## src/rtl/group_reversal_buffer_top_macros.svh

```systemverilog
// ----------------------------------------------------------------------------
// group reversal buffer assertion macros
// shared concurrent check forms, clocked on clk and idle during reset
// ----------------------------------------------------------------------------
`ifndef GROUP_REVERSAL_BUFFER_TOP_MACROS_SVH
`define GROUP_REVERSAL_BUFFER_TOP_MACROS_SVH

// same-cycle implication
`define GRB_ASSERT_IMP(label, ante, cons, msg) \
	label: assert property (@(posedge clk) disable iff (!arst_n) (ante) |-> (cons)) \
		else $error(msg);

// next-cycle implication
`define GRB_ASSERT_NEXT(label, ante, cons, msg) \
	label: assert property (@(posedge clk) disable iff (!arst_n) (ante) |=> (cons)) \
		else $error(msg);

`endif

```

## src/rtl/grb_pkg.sv

```systemverilog
// ----------------------------------------------------------------------------
// grb_pkg
// shared widths, register codes and front-to-back transfer types
// ----------------------------------------------------------------------------
`default_nettype none

package grb_pkg;

	localparam int DATA_W    = 32;
	localparam int GS_W      = 7;
	localparam int PADDR_W   = 3;
	localparam int PDATA_W   = 32;

	// register index codes
	localparam logic REG_GROUP_SIZE = 1'b0;

	localparam logic [GS_W-1:0] GS_RESET = 7'd1;

	// one closed group waiting to be emitted
	typedef struct packed {
		logic            bank;
		logic [GS_W-1:0] count;
		logic            fin;
	} grb_desc_t;

	// bank handed back by the emitter
	typedef struct packed {
		logic valid;
		logic bank;
	} grb_rel_t;

endpackage

`default_nettype wire

```

## src/rtl/grb_fifo.sv

```systemverilog
// ----------------------------------------------------------------------------
// grb_fifo
// two-entry descriptor queue between the collecting and emitting sides
// ----------------------------------------------------------------------------
`default_nettype none

module grb_fifo
	import grb_pkg::*;
(
	input  wire logic      clk,
	input  wire logic      arst_n,
	input  wire logic      push,
	input  wire grb_desc_t push_desc,
	input  wire logic      pop,
	output logic           head_valid,
	output grb_desc_t      head_desc,
	output logic           full
);

	grb_desc_t  entry_q [2];
	logic       wr_ptr_q;
	logic       rd_ptr_q;
	logic [1:0] cnt_q;

	always_ff @(posedge clk) begin
		if (push) begin
			entry_q[wr_ptr_q] <= push_desc;
		end
	end

	always_ff @(posedge clk or negedge arst_n) begin
		if (!arst_n) begin
			wr_ptr_q <= 1'b0;
			rd_ptr_q <= 1'b0;
			cnt_q    <= 2'd0;
		end else begin
			if (push) begin
				wr_ptr_q <= ~wr_ptr_q;
			end
			if (pop) begin
				rd_ptr_q <= ~rd_ptr_q;
			end
			unique case ({push, pop})
				2'b10:   cnt_q <= cnt_q + 2'd1;
				2'b01:   cnt_q <= cnt_q - 2'd1;
				default: cnt_q <= cnt_q;
			endcase
		end
	end

	assign head_valid = (cnt_q != 2'd0);
	assign head_desc  = entry_q[rd_ptr_q];
	assign full       = (cnt_q == 2'd2);

endmodule

`default_nettype wire

```

## config.mk

```make
export PLATFORM = sky130hd
export DESIGN_NAME = grb_fifo
export DESIGN_NICKNAME = d
export VERILOG_FILES = /design/src/rtl/group_reversal_buffer_top_macros.svh /design/src/rtl/grb_pkg.sv /design/src/rtl/grb_fifo.sv
export SDC_FILE = /design/constraint.sdc
export NUM_CORES = 1
export LEC_CHECK = 0
export BUFFER_PORTS_ARGS = -buffer_cell sky130_fd_sc_hd__buf_2
export CAP_MARGIN = 10
export CORE_AREA = 3 3 46 64
export CTS_BUF_LIST = sky130_fd_sc_hd__clkbuf_16
export DETAILED_ROUTE_END_ITERATION = 6
export DIE_AREA = 0 0 49 67
export GPL_ROUTABILITY_DRIVEN = 0
export GPL_TIMING_DRIVEN = 0
export HOLD_SLACK_MARGIN = 0.15
export SLEW_MARGIN = 20
export SYNTH_ARGS = -nofsm -noshare
export SYNTH_HDL_FRONTEND = slang
export SYNTH_SLANG_ARGS = --single-unit
```

## constraint.sdc

```tcl
create_clock -name clk -period 3.3 [get_ports clk]
set_input_delay 0.33 -clock clk [delete_from_list [all_inputs] [get_ports clk]]
set_output_delay 0.33 -clock clk [all_outputs]
set_load 0.05 [all_outputs]
```

; Word-level counts from Yosys, hierarchy flattened
; Memory sizes are Yosys's and may differ from the RTL's.
; Index checks and enable logic that the tools add are counted.
[classes]
shift = 0
n_addsub = 2
bitwise_logic = 2
div_mod_pow = 0
multipliers = 0
magnitude_cmp = 0
n_reduce_logical = 2
mux = 3
n_eq_ne = 3
[ops]
columns = op, count
row1 = $eq 2x2->1 const B, 2
row2 = $pmux 2 s2, 1
row3 = $reduce_bool 2->1, 2
row4 = $add 2x1->2 const B, 1
row5 = $eq 2x1->1 const B, 1
row6 = $mux 1, 2
row7 = $not 1->1, 2
row8 = $sub 2x1->2 const B, 1
[word_totals]
romBits = 0
ramBits = 18
elab_cells = 16
memories = 1
ff_bits = 4
latchBits = 0
[memory_table]
columns = name, words, word_bits, rd, rd_ports_with_merged_regs, write_ports, line
row1 = entry_q, 2, 9, 1, 0, 1, grb_fifo.sv:20  ; grb_desc_t entry_q [2];

; Logic depth before layout (Yosys ltp)
[depth]
word_depth = 2
mapped_depth = 5
mapped_depth_nobuf = 5

; Worst setup path after synthesis
; OpenSTA, ideal clock, no wires.
[synth_path]
kind = flip-flop to output port
start = reg rd_ptr_q
end = out head_desc[0] in the netlist's numbering
t_required_ns = 2.970
arrival_ns = 0.971
stages_incl_launch_ff = 3
setup_slack_ns = 1.999
path_cell_list = dfrtp_1 -> buf_2 -> mux2_2
[synth_lines]
columns = item, line
row1 = start: declaration, grb_fifo.sv:22  ; logic rd_ptr_q;
row2 = start signal: assignment, grb_fifo.sv:41  ; rd_ptr_q <= ~rd_ptr_q;
row3 = end: declaration, grb_fifo.sv:16  ; output grb_desc_t head_desc,

==> results.toml <==
[grt]
track_usage_pct = 9.32
met1_usage_pct = 9.57
grt.overflow.total = 0
use_met3_pct = 2.24
grt_max_degree = 13
grt_pass1_vias = 468
busiest_layer = "met2"
grt_pass1_wl_um = 2130
grtUsageMet2_pct = 16.2
antenna_found_initial = 0

[routing]
routedWlPerCell_um = 12.7
vias = 453
via_per_inst = 4.27
first_pass_iters = 4
postRouteAntennaNets = 0
drc = 0
wl_um = 1350
drtIter0Drc = 7

[clock_tree]
cts_setup_buffers = 0
cts_max_level = 1
numCtsBuffers = 3
path_clk_slew_ns = 0.06
worstSkewPairLatency_ns = 0.25
cts_resized = 0
clock-sinks = 22
tritoncts = "built"
ctsHoldBuffers = 1
cts_buffer_depth = 2
clock-root-buffer = "clkbuf_16"

[critical_path]
worst_setup_path_end_kind = "output port"
rrSetupSlack_ns = 1.88
timing.rr.end = "entry_q[0][1]"
arrival_ns = 1.39
crit_end = "head_desc[5]"
crit_start = "rd_ptr_q"
cpMaxStageDelayCell = "mux2_2"
cp.required_ns = 2.97
critPathLaunchType = "flip-flop"
crit_top_cell = "buf_2"
slowest_delay_ns = 0.37
crit_type = "reg2out"
worstPathCellList = "buf_2, mux2_2, buf_2"
reg2regPathDepth = 1
path_max_fanout = 10
r2r-start = "wr_ptr_q"

[synthesis]
synthCells = 44
synth_area_um2 = 836
synthDistinctLibCells = 12
yosysSeqAreaShare_pct = 76.6
synth_area_per_cell_um2 = 19.0
synth-seq-cells = 22
synth_nets = 58
synth_warnings = 0

[die]
die_h_um = 67
die_w_um = 49
rows = 21
ioPinCount = 24
coreArea_um2 = 2440
start_util_pct = 34.2
fp.dieArea_um2 = 3280

[min_path]
hold_class = "in2reg"
worstHoldStart = "push_desc[0]"

[layout]
area_growth_pct = 29.5
fillCellCount = 225
design_area_um2 = 1080
drive_above_1_share_pct = 52.8
nNetsFinal = 87
n_antenna_cell = 0

[timing]
rsz0062_at_grt = "no"
setup_viol = 0
min_period_ns = 1.72
hold_viol_final = 0
tightest_slew_ns = 0.820
fin_skew_ns = 0.00391
finalCritPeriodShare_pct = 52.2
setup_tns_ns = 0
relSlewSlack_pct = 45.1
maxSlewViolCount = 0
fmax_mhz = 581

[placement]
io_buffer_count = 23
place_area_um2 = 993

[power_and_ir_drop]
power_mw = 1.09
cellLeakagePower_nw = 0.432
power.density_nw_per_um2 = 1010
ir_drop_uv = 470

[run_status]
status = "finished, final reports clean"

[run]
drv_cap = 0
stage by stage:
step	utilization [%]	worst slack, ns	instances	hold slack (ns)
5_1_grt	44.3	1.50	106	0.264
4_1_cts	44.3	1.55	106	0.265
6_report	44.3	1.58	106	0.268
3_3_place_gp	40.7	1.79	101	0.141
3_5_place_dp	40.7	1.78	101	0.140
2_1_floorplan	-	2.00	44	0.0344
final cells by class:
type	count	area [um2]	share of cell area, %
Sequential cell	22	641	59.2
Clock inverter	1	3.75	0.347
Multi-Input combinational cell	20	186	17.2
Timing Repair Buffer	24	125	11.6
Inverter	1	3.75	0.347
Clock buffer	3	75.1	6.94
Tap cell	34	42.5	3.93
Buffer	1	5.00	0.462
registers in the layout (all words and copies together), names as in the netlist:
name / count
entry_q: 18
cnt_q: 2
rd_ptr_q: 1
wr_ptr_q: 1
cells in the mapped netlist:
master,n,area share [%]
mux2_2,9,12
xor2_1,3,3.1
xnor2_1,2,2.1
or2_2,1,0.75
buf_2,1,0.60
ha_1,1,1.5
dfrtp_1,4,12
inv_1,1,0.45
and2b_2,1,1.0
edfxtp_1,18,65
and2_1,1,0.75
nor2_1,2,0.90
logic make-up (layout without fill, tap and decap cells):
group / Yosys count / count (layout) / synth area share, %
DFF: 22 / 22 / 76.6
muxes: 9 / 9 / 12.1
xor gates and xnor gates: 5 / 5 / 5.24
and+or+nand+nor: 5 / 5 / 3.44
buffers and inverters: 2 / 30 / 1.05
adders and majority gates: 1 / 1 / 1.50
worst min path at each step:
stage	end	slack, ns	depth (start not counted)
2_1_floorplan	cnt_q[0]	0.03	0
3_3_place_gp	wr_ptr_q	0.14	1
3_5_place_dp	wr_ptr_q	0.14	1
4_1_cts	entry_q[0][0]	0.26	1
5_1_grt	entry_q[1][0]	0.26	1
6_report	entry_q[0][0]	0.27	1
where the power goes:
group	switching, mW	leakage [nW]	total [mW]	internal, mW
combinational	0.310	0.178	0.440	0.130
sequential	0.0267	0.216	0.404	0.378
clock	0.0851	0.0385	0.246	0.161
cell usage in the layout, fill, tap and decap left out:
cell type and n:
edfxtp_1 18, dfrtp_1 4, and2b_2 1, ha_1 1, clkinv_1 1, clkbuf_16 3, nor2_1 2, xor2_1 3
inv_1 1, and2_1 1, or2_2 1, mux2_2 9, dlygate4sd3_1 1, xnor2_1 2, buf_2 24
worst max-delay path: cells and delay by family, from the launching register on:
family / cells / cell delay (ns)
buffers and inverters: 2 / 0.46
flip-flops: 1 / 0.31
multiplexers: 1 / 0.37
metal layers:
metal | wire length (um) | share of wire, % | vias to the layer above
li1 | - | - | 214
met1 | 505 | 37 | 223
met2 | 764 | 57 | 14
met3 | 64 | 4.7 | 2
met4 | 14 | 1.0 | 0
met5 | 0 | 0 | -
No activity file was read; power rests on OpenSTA's default activity.
