### src/rtl/group_reversal_buffer_top_macros.svh
// ----------------------------------------------------------------------------
// group reversal buffer assertion macros
// shared concurrent check forms, clocked on clk and idle during reset
// ----------------------------------------------------------------------------
`ifndef GROUP_REVERSAL_BUFFER_TOP_MACROS_SVH
`define GROUP_REVERSAL_BUFFER_TOP_MACROS_SVH

// same-cycle implication
`define GRB_ASSERT_IMP(label, ante, cons, msg) \
	label: assert property (@(posedge clk) disable iff (!arst_n) (ante) |-> (cons)) \
		else $error(msg);

// next-cycle implication
`define GRB_ASSERT_NEXT(label, ante, cons, msg) \
	label: assert property (@(posedge clk) disable iff (!arst_n) (ante) |=> (cons)) \
		else $error(msg);

`endif

### src/rtl/grb_pkg.sv
// ----------------------------------------------------------------------------
// grb_pkg
// shared widths, register codes and front-to-back transfer types
// ----------------------------------------------------------------------------
`default_nettype none

package grb_pkg;

	localparam int DATA_W    = 32;
	localparam int GS_W      = 7;
	localparam int PADDR_W   = 3;
	localparam int PDATA_W   = 32;

	// register index codes
	localparam logic REG_GROUP_SIZE = 1'b0;

	localparam logic [GS_W-1:0] GS_RESET = 7'd1;

	// one closed group waiting to be emitted
	typedef struct packed {
		logic            bank;
		logic [GS_W-1:0] count;
		logic            fin;
	} grb_desc_t;

	// bank handed back by the emitter
	typedef struct packed {
		logic valid;
		logic bank;
	} grb_rel_t;

endpackage

`default_nettype wire

### src/rtl/grb_front.sv
// ----------------------------------------------------------------------------
// grb_front
// accepts elements, fills the current bank and closes groups
// ----------------------------------------------------------------------------
`default_nettype none

module grb_front
	import grb_pkg::*;
#(
	parameter int MAX_GROUP = 64,
	parameter int IW        = 6
) (
	input  wire logic                 clk,
	input  wire logic                 arst_n,
	input  wire logic [GS_W-1:0]      group_size,
	input  wire logic                 item_valid,
	output logic                      item_ready,
	input  wire logic [DATA_W-1:0]    item_value,
	input  wire logic                 item_fin,
	output logic                      wr_en,
	output logic [IW:0]               wr_addr,
	output logic [DATA_W-1:0]         wr_data,
	output logic                      push,
	output grb_desc_t                 push_desc,
	input  wire grb_rel_t             rel
);

	logic [IW-1:0]   fill_q;
	logic            bank_q;
	logic [1:0]      busy_q;
	logic [1:0]      busy_d;
	logic [GS_W-1:0] eff_size;
	logic [GS_W-1:0] new_fill;
	logic            accept;

	always_comb begin
		priority if (group_size == '0) begin
			eff_size = GS_W'(1);
		end else if (group_size > GS_W'(MAX_GROUP)) begin
			eff_size = GS_W'(MAX_GROUP);
		end else begin
			eff_size = group_size;
		end
	end

	assign item_ready = ~busy_q[bank_q];
	assign accept     = item_valid & item_ready;
	assign new_fill   = GS_W'(fill_q) + GS_W'(1);

	assign wr_en   = accept;
	assign wr_addr = {bank_q, fill_q};
	assign wr_data = item_value;

	assign push            = accept & ((new_fill >= eff_size) | item_fin);
	assign push_desc.bank  = bank_q;
	assign push_desc.count = new_fill;
	assign push_desc.fin   = item_fin;

	always_comb begin
		for (int b = 0; b < 2; b++) begin
			busy_d[b] = (busy_q[b] & ~(rel.valid & (rel.bank == 1'(b))))
				| (push & (bank_q == 1'(b)));
		end
	end

	always_ff @(posedge clk or negedge arst_n) begin
		if (!arst_n) begin
			fill_q <= '0;
			bank_q <= 1'b0;
			busy_q <= 2'b00;
		end else begin
			busy_q <= busy_d;
			if (push) begin
				fill_q <= '0;
				bank_q <= ~bank_q;
			end else if (accept) begin
				fill_q <= IW'(new_fill);
			end
		end
	end

endmodule

`default_nettype wire

### config.mk
export PLATFORM = sky130hd
export DESIGN_NAME = grb_front
export DESIGN_NICKNAME = d
export VERILOG_FILES = /design/src/rtl/group_reversal_buffer_top_macros.svh /design/src/rtl/grb_pkg.sv /design/src/rtl/grb_front.sv
export SDC_FILE = /design/constraint.sdc
export NUM_CORES = 1
export LEC_CHECK = 0
export ABC_AREA = 0
export BUFFER_PORTS_ARGS = -buffer_cell sky130_fd_sc_hd__buf_2
export CAP_MARGIN = 5
export CORE_MARGIN = 4
export CORE_UTILIZATION = 32
export CTS_CLUSTER_DIAMETER = 50
export DETAILED_ROUTE_END_ITERATION = 7
export PLACE_DENSITY = 0.77
export SLEW_MARGIN = 20
export SYNTH_ARGS = -nofsm -noshare
export SYNTH_HDL_FRONTEND = slang
export SYNTH_SLANG_ARGS = --single-unit
### constraint.sdc
create_clock -name clk -period 2.36 [get_ports clk]
set_clock_uncertainty 0.2 [all_clocks]
set_input_delay 0 -clock clk [delete_from_list [all_inputs] [get_ports clk]]
set_output_delay 0 -clock clk [all_outputs]
set_load 0.03 [all_outputs]
After elaboration in Yosys (flattened, before gate mapping)
Cells that the tools add are included.
{"block": "totals", "register_bits": 9, "output_inout_bits": 51, "wordCells": 31}
{"block": "op_classes", "add_sub_neg": 1, "order_cmp": 3, "muxes": 6, "bitwise_logic": 16, "reduce_logical": 2}
{"operator": "$mux W7", "count": 2}
{"operator": "$mux W6", "count": 2}
{"operator": "$and A1 B1 Y1", "count": 8}
{"operator": "$add A6 B1 Y7 const B", "count": 1}
{"operator": "$ge A7 B7 Y1", "count": 1}
{"operator": "$gt A7 B7 Y1 const B", "count": 1}
{"operator": "$logic_not A7 Y1", "count": 1}
{"operator": "$not A1 Y1", "count": 5}
{"operator": "$or A1 B1 Y1", "count": 3}
{"operator": "$lt A1 B2 Y1 const B", "count": 1}
{"operator": "$mux W1", "count": 2}
{"operator": "$reduce_bool A2 Y1", "count": 1}

Depth between registers and ports, before layout
{"block": "logic_depth", "depth_word": 8, "depth_mapped": 9, "depth_no_buf": 9}

Worst setup path after synthesis
Ideal clock, no wire load.
{"block": "synth_timing", "kind": "register to register", "startpoint": "reg fill_q[0]", "endpoint": "reg busy_q[0]", "setup_time_ps": 121, "arrival_time_ps": 3005, "setup_slack_ps": -966, "stages_incl_launch_ff": 10, "n_path_buf": 0, "synth_period_minus_slack_ps": 3326, "cell_sequence": "dfrtp_1 ha_1 nand3_1 xnor2_1 ha_1 a211oi_1 nor2_1 a2111oi_4 nor2_4 a22o_1"}
{"item": "from (decl)", "line_no": "grb_front.sv:28", "source": "logic [IW-1:0] fill_q;"}
{"item": "from (signal assigned)", "line_no": "grb_front.sv:77", "source": "fill_q <= IW'(new_fill);"}
{"item": "to (signal assigned)", "line_no": "grb_front.sv:72", "source": "busy_q <= busy_d;"}
{"item": "to (decl)", "line_no": "grb_front.sv:30", "source": "logic [1:0] busy_q;"}

Final worst setup path
{"block": "layout_timing", "startpoint": "reg fill_q[0]", "endpoint": "reg fill_q[2]"}
{"block": "layout_between", "elab_chain_len": 5}
{"item": "$add A6 B1 Y7 (*)", "line_no": "grb_front.sv:48", "source": "assign new_fill = GS_W'(fill_q) + GS_W'(1);"}
{"item": "$ge A7 B7 Y1", "line_no": "grb_front.sv:54", "source": "assign push = accept & ((new_fill >= eff_size) | item_fin);"}
{"item": "$or A1 B1 Y1", "line_no": "grb_front.sv:54"}
{"item": "$and A1 B1 Y1", "line_no": "grb_front.sv:54"}
{"item": "$mux W6 / $reduce_bool A2 Y1 (equally long branches)"}
Mark *: on every way between the ends. The rest lies on a longest branch, timed or not. The select of a mux whose other input is x is not followed.
A chain may end at the register's enable or synchronous reset.

==> results_dict.tcl <==
set metrics [dict create \
    cp_slowest_cell "dfrtp_2" \
    synth-main-ff-cell "dfrtp_1" \
    synth-xor-area-share 0.0562 \
    syn-cell-area_um2 935 \
    via_per_inst 4.72 \
    finalSetupViolations 4 \
    io_pins 96 \
    muxShareOfSynthArea 0.0107 \
    synthAdderAreaFrac 0.107 \
    fin_nets 218 \
    yosys_register_bits 9 \
    grt_start_max_net_pins 10 \
    drc 0 \
    antenna_found_initial 0 \
    syn_nets 164 \
    ir_drop_mv 0.699 \
    critical_path.max_fanout 6 \
    final_common_cell "dlygate4sd3_1" \
    synth_enable_flop_cells 0 \
    synth.avg_cell_area_um2 8.42 \
    clkTransAtPathRegs_ns 0.06 \
    fillers 242 \
    dieArea_um2 3850 \
    grt_overflow 0 \
    synthArstFlopShare 1.00 \
    avgRoutedWirePerCell_um 14.3 \
    status "finished, violations left" \
    critPathArrivalTime_ns 2.40 \
    fmax_mhz 414 \
    vias 921 \
    cp-startpoint "fill_q[0]" \
    grt.total_usage 0.141 \
    finalCriticalPeriod_ns 2.41 \
    max-clock-path-buffers 2 \
    hold_ws_ns 0.303 \
    initial_utilization 0.336 \
    worstSetupPathType "reg2reg" \
    cap_violations 0 \
    fp-row-count 19 \
    post-dp-hpwl_mm 1.80 \
    clock_sinks 9 \
    cts_root_buf "clkbuf_4" \
    numPortBuffers 31 \
    worstPathCellList "ha_4, xor2_2, ha_4, a211o_1, a2111oi_4, buf_4, nand4b_1, nand3_1" \
    rsz0062_at_grt "true" \
    r2r_start "fill_q[0]" \
    grt_pass1_vias 954 \
    synth_simple_gate_area_frac 0.206 \
    clkLatencyLatePin_ns 0.26 \
    tightest_slew_ns 0.398 \
    cts_tree "done" \
    path_common_cell "ha_4" \
    end_kind "register" \
    violations "negative setup slack" \
    period_share 1.02 \
    synth_top_family_by_area "buffers and inverters" \
    routabilityCongestion 0.758 \
    max_slew_margin 0.734 \
    final_cell_mix "dlygate4sd3_1, buf_2, nand2_1" \
    yosysWarnings 0 \
    drt_pre_antenna_iters 4 \
    post-route-util 0.568 \
    start_kind "register" \
    syn_to_final_growth_pct 69.1 \
    design_area_um2 1580 \
    n_antenna_cell 0 \
    hp-class "reg2reg" \
    cts_buffers 3 \
    seq_area_frac_synth 0.241 \
    grt_pass1_wl_mm 3.93 \
    ys_types 24 \
    fin_total_pwr_mw 1.29 \
    drt_iter0_drc 5 \
    postLayoutSetupSlackWorst_ns -0.0526 \
    p_leak_nw 0.735 \
    post-place-ws_ns -0.0768 \
    htree_levels 1 \
    placed_cell_area_um2 1050 \
    cp_slowest_stage_delay_ns 0.45 \
    synthCells 111 \
    drt-total-wl_mm 2.78 \
    drive_gt1_frac 0.463 \
    fp.dieH_um 62.0 \
    pwr_density_cell_nw_per_um2 819 \
    worst_ep_required_time_ns 2.35 \
    finalMaxSlewViolations 0 \
    synth_compound_gate_area_share 0.0817 \
    final_hold_viol_count 0 \
    die_w_um 62.0 \
    hp-start "busy_q[0]" \
    ant_nets 0 \
    core_um2 2780 \
]
==> metal layers <==
metal | wire length, µm | vias up | global-route usage
li1 | - | 439 | -
met3 | 256 | 3 | 0.0310
met2 | 1500 | 64 | 0.268
met1 | 991 | 415 | 0.152
met4 | 30 | 0 | 0.0455
met5 | 0 | - | 0
==> timing repair <==
item                                    CTS  global route
endpoints found under the setup margin    8             9
pin swaps                                11             9
hold buffers                             39             0
endpoints found under the hold margin    47             0
gates resized for setup                   8             5
setup buffers                             4             2
==> state kept, by name (all words and copies together), names as in the netlist <==
register and cells:
bank_q 1, fill_q 6, busy_q 2
==> through the flow <==
stage / std cells / setup TNS, ns
CTS: 193 / -0.343
floorplan: 111 / -2.64
finish: 195 / -0.128
detailed placement: 146 / -0.422
global route: 195 / -0.869
global placement: 146 / 0
==> final cells by class <==
| class | count | area, µm² | share of cell area |
|---|---|---|---|
| multi-input cells | 63 | 612 | 0.387 |
| clock buffers | 4 | 26.3 | 0.0166 |
| inverters | 4 | 15.0 | 0.00950 |
| flip-flops and latches | 9 | 231 | 0.146 |
| well taps | 31 | 38.8 | 0.0245 |
| repair buffers | 84 | 657 | 0.416 |
==> report_power, final <==
group | internal [mW] | switching, mW
registers | 0.206 | 0.0575
logic | 0.366 | 0.548
clock network | 0.0650 | 0.0507
==> synth_stat cells (2+ instances only) <==
master | instances | share of area
a22o_1 | 2 | 0.019
nand2_1 | 17 | 0.068
dfrtp_1 | 9 | 0.24
nand3_1 | 8 | 0.043
xnor2_1 | 3 | 0.028
buf_4 | 35 | 0.28
inv_1 | 3 | 0.012
o21ai_0 | 2 | 0.011
xor2_1 | 3 | 0.028
nor2_1 | 8 | 0.032
ha_1 | 8 | 0.11
==> path summary, 6_finish.rpt <==
path / cells after the start / slack [ns] / endpoint
setup / recovery: 8 / -0.05 / fill_q[2]
hold reg to reg: 1 / 0.30 / busy_q[0]
hold / removal: 1 / 0.30 / busy_q[0]
min in group asynchronous: 3 / 0.53 / busy_q[0]
max in group asynchronous: 3 / 1.12 / fill_q[0]
setup reg to reg: 8 / -0.05 / fill_q[2]
==> worst max-delay path: cells and delay by family, from the launching register on <==
family | cells | cell delay (ns)
fa+ha+maj | 2 | 0.37
compound gates | 2 | 0.71
flops | 1 | 0.45
xor+xnor | 1 | 0.19
simple gates | 2 | 0.20
buf+inv | 1 | 0.22
==> cells by family after synthesis <==
kind of cell	after synthesis
flops	9
mux	1
compound gates	8
simple gates	40
xor+xnor	6
buf+inv	39
fa+ha+maj	8
Power figures use the tool's default switching activity.
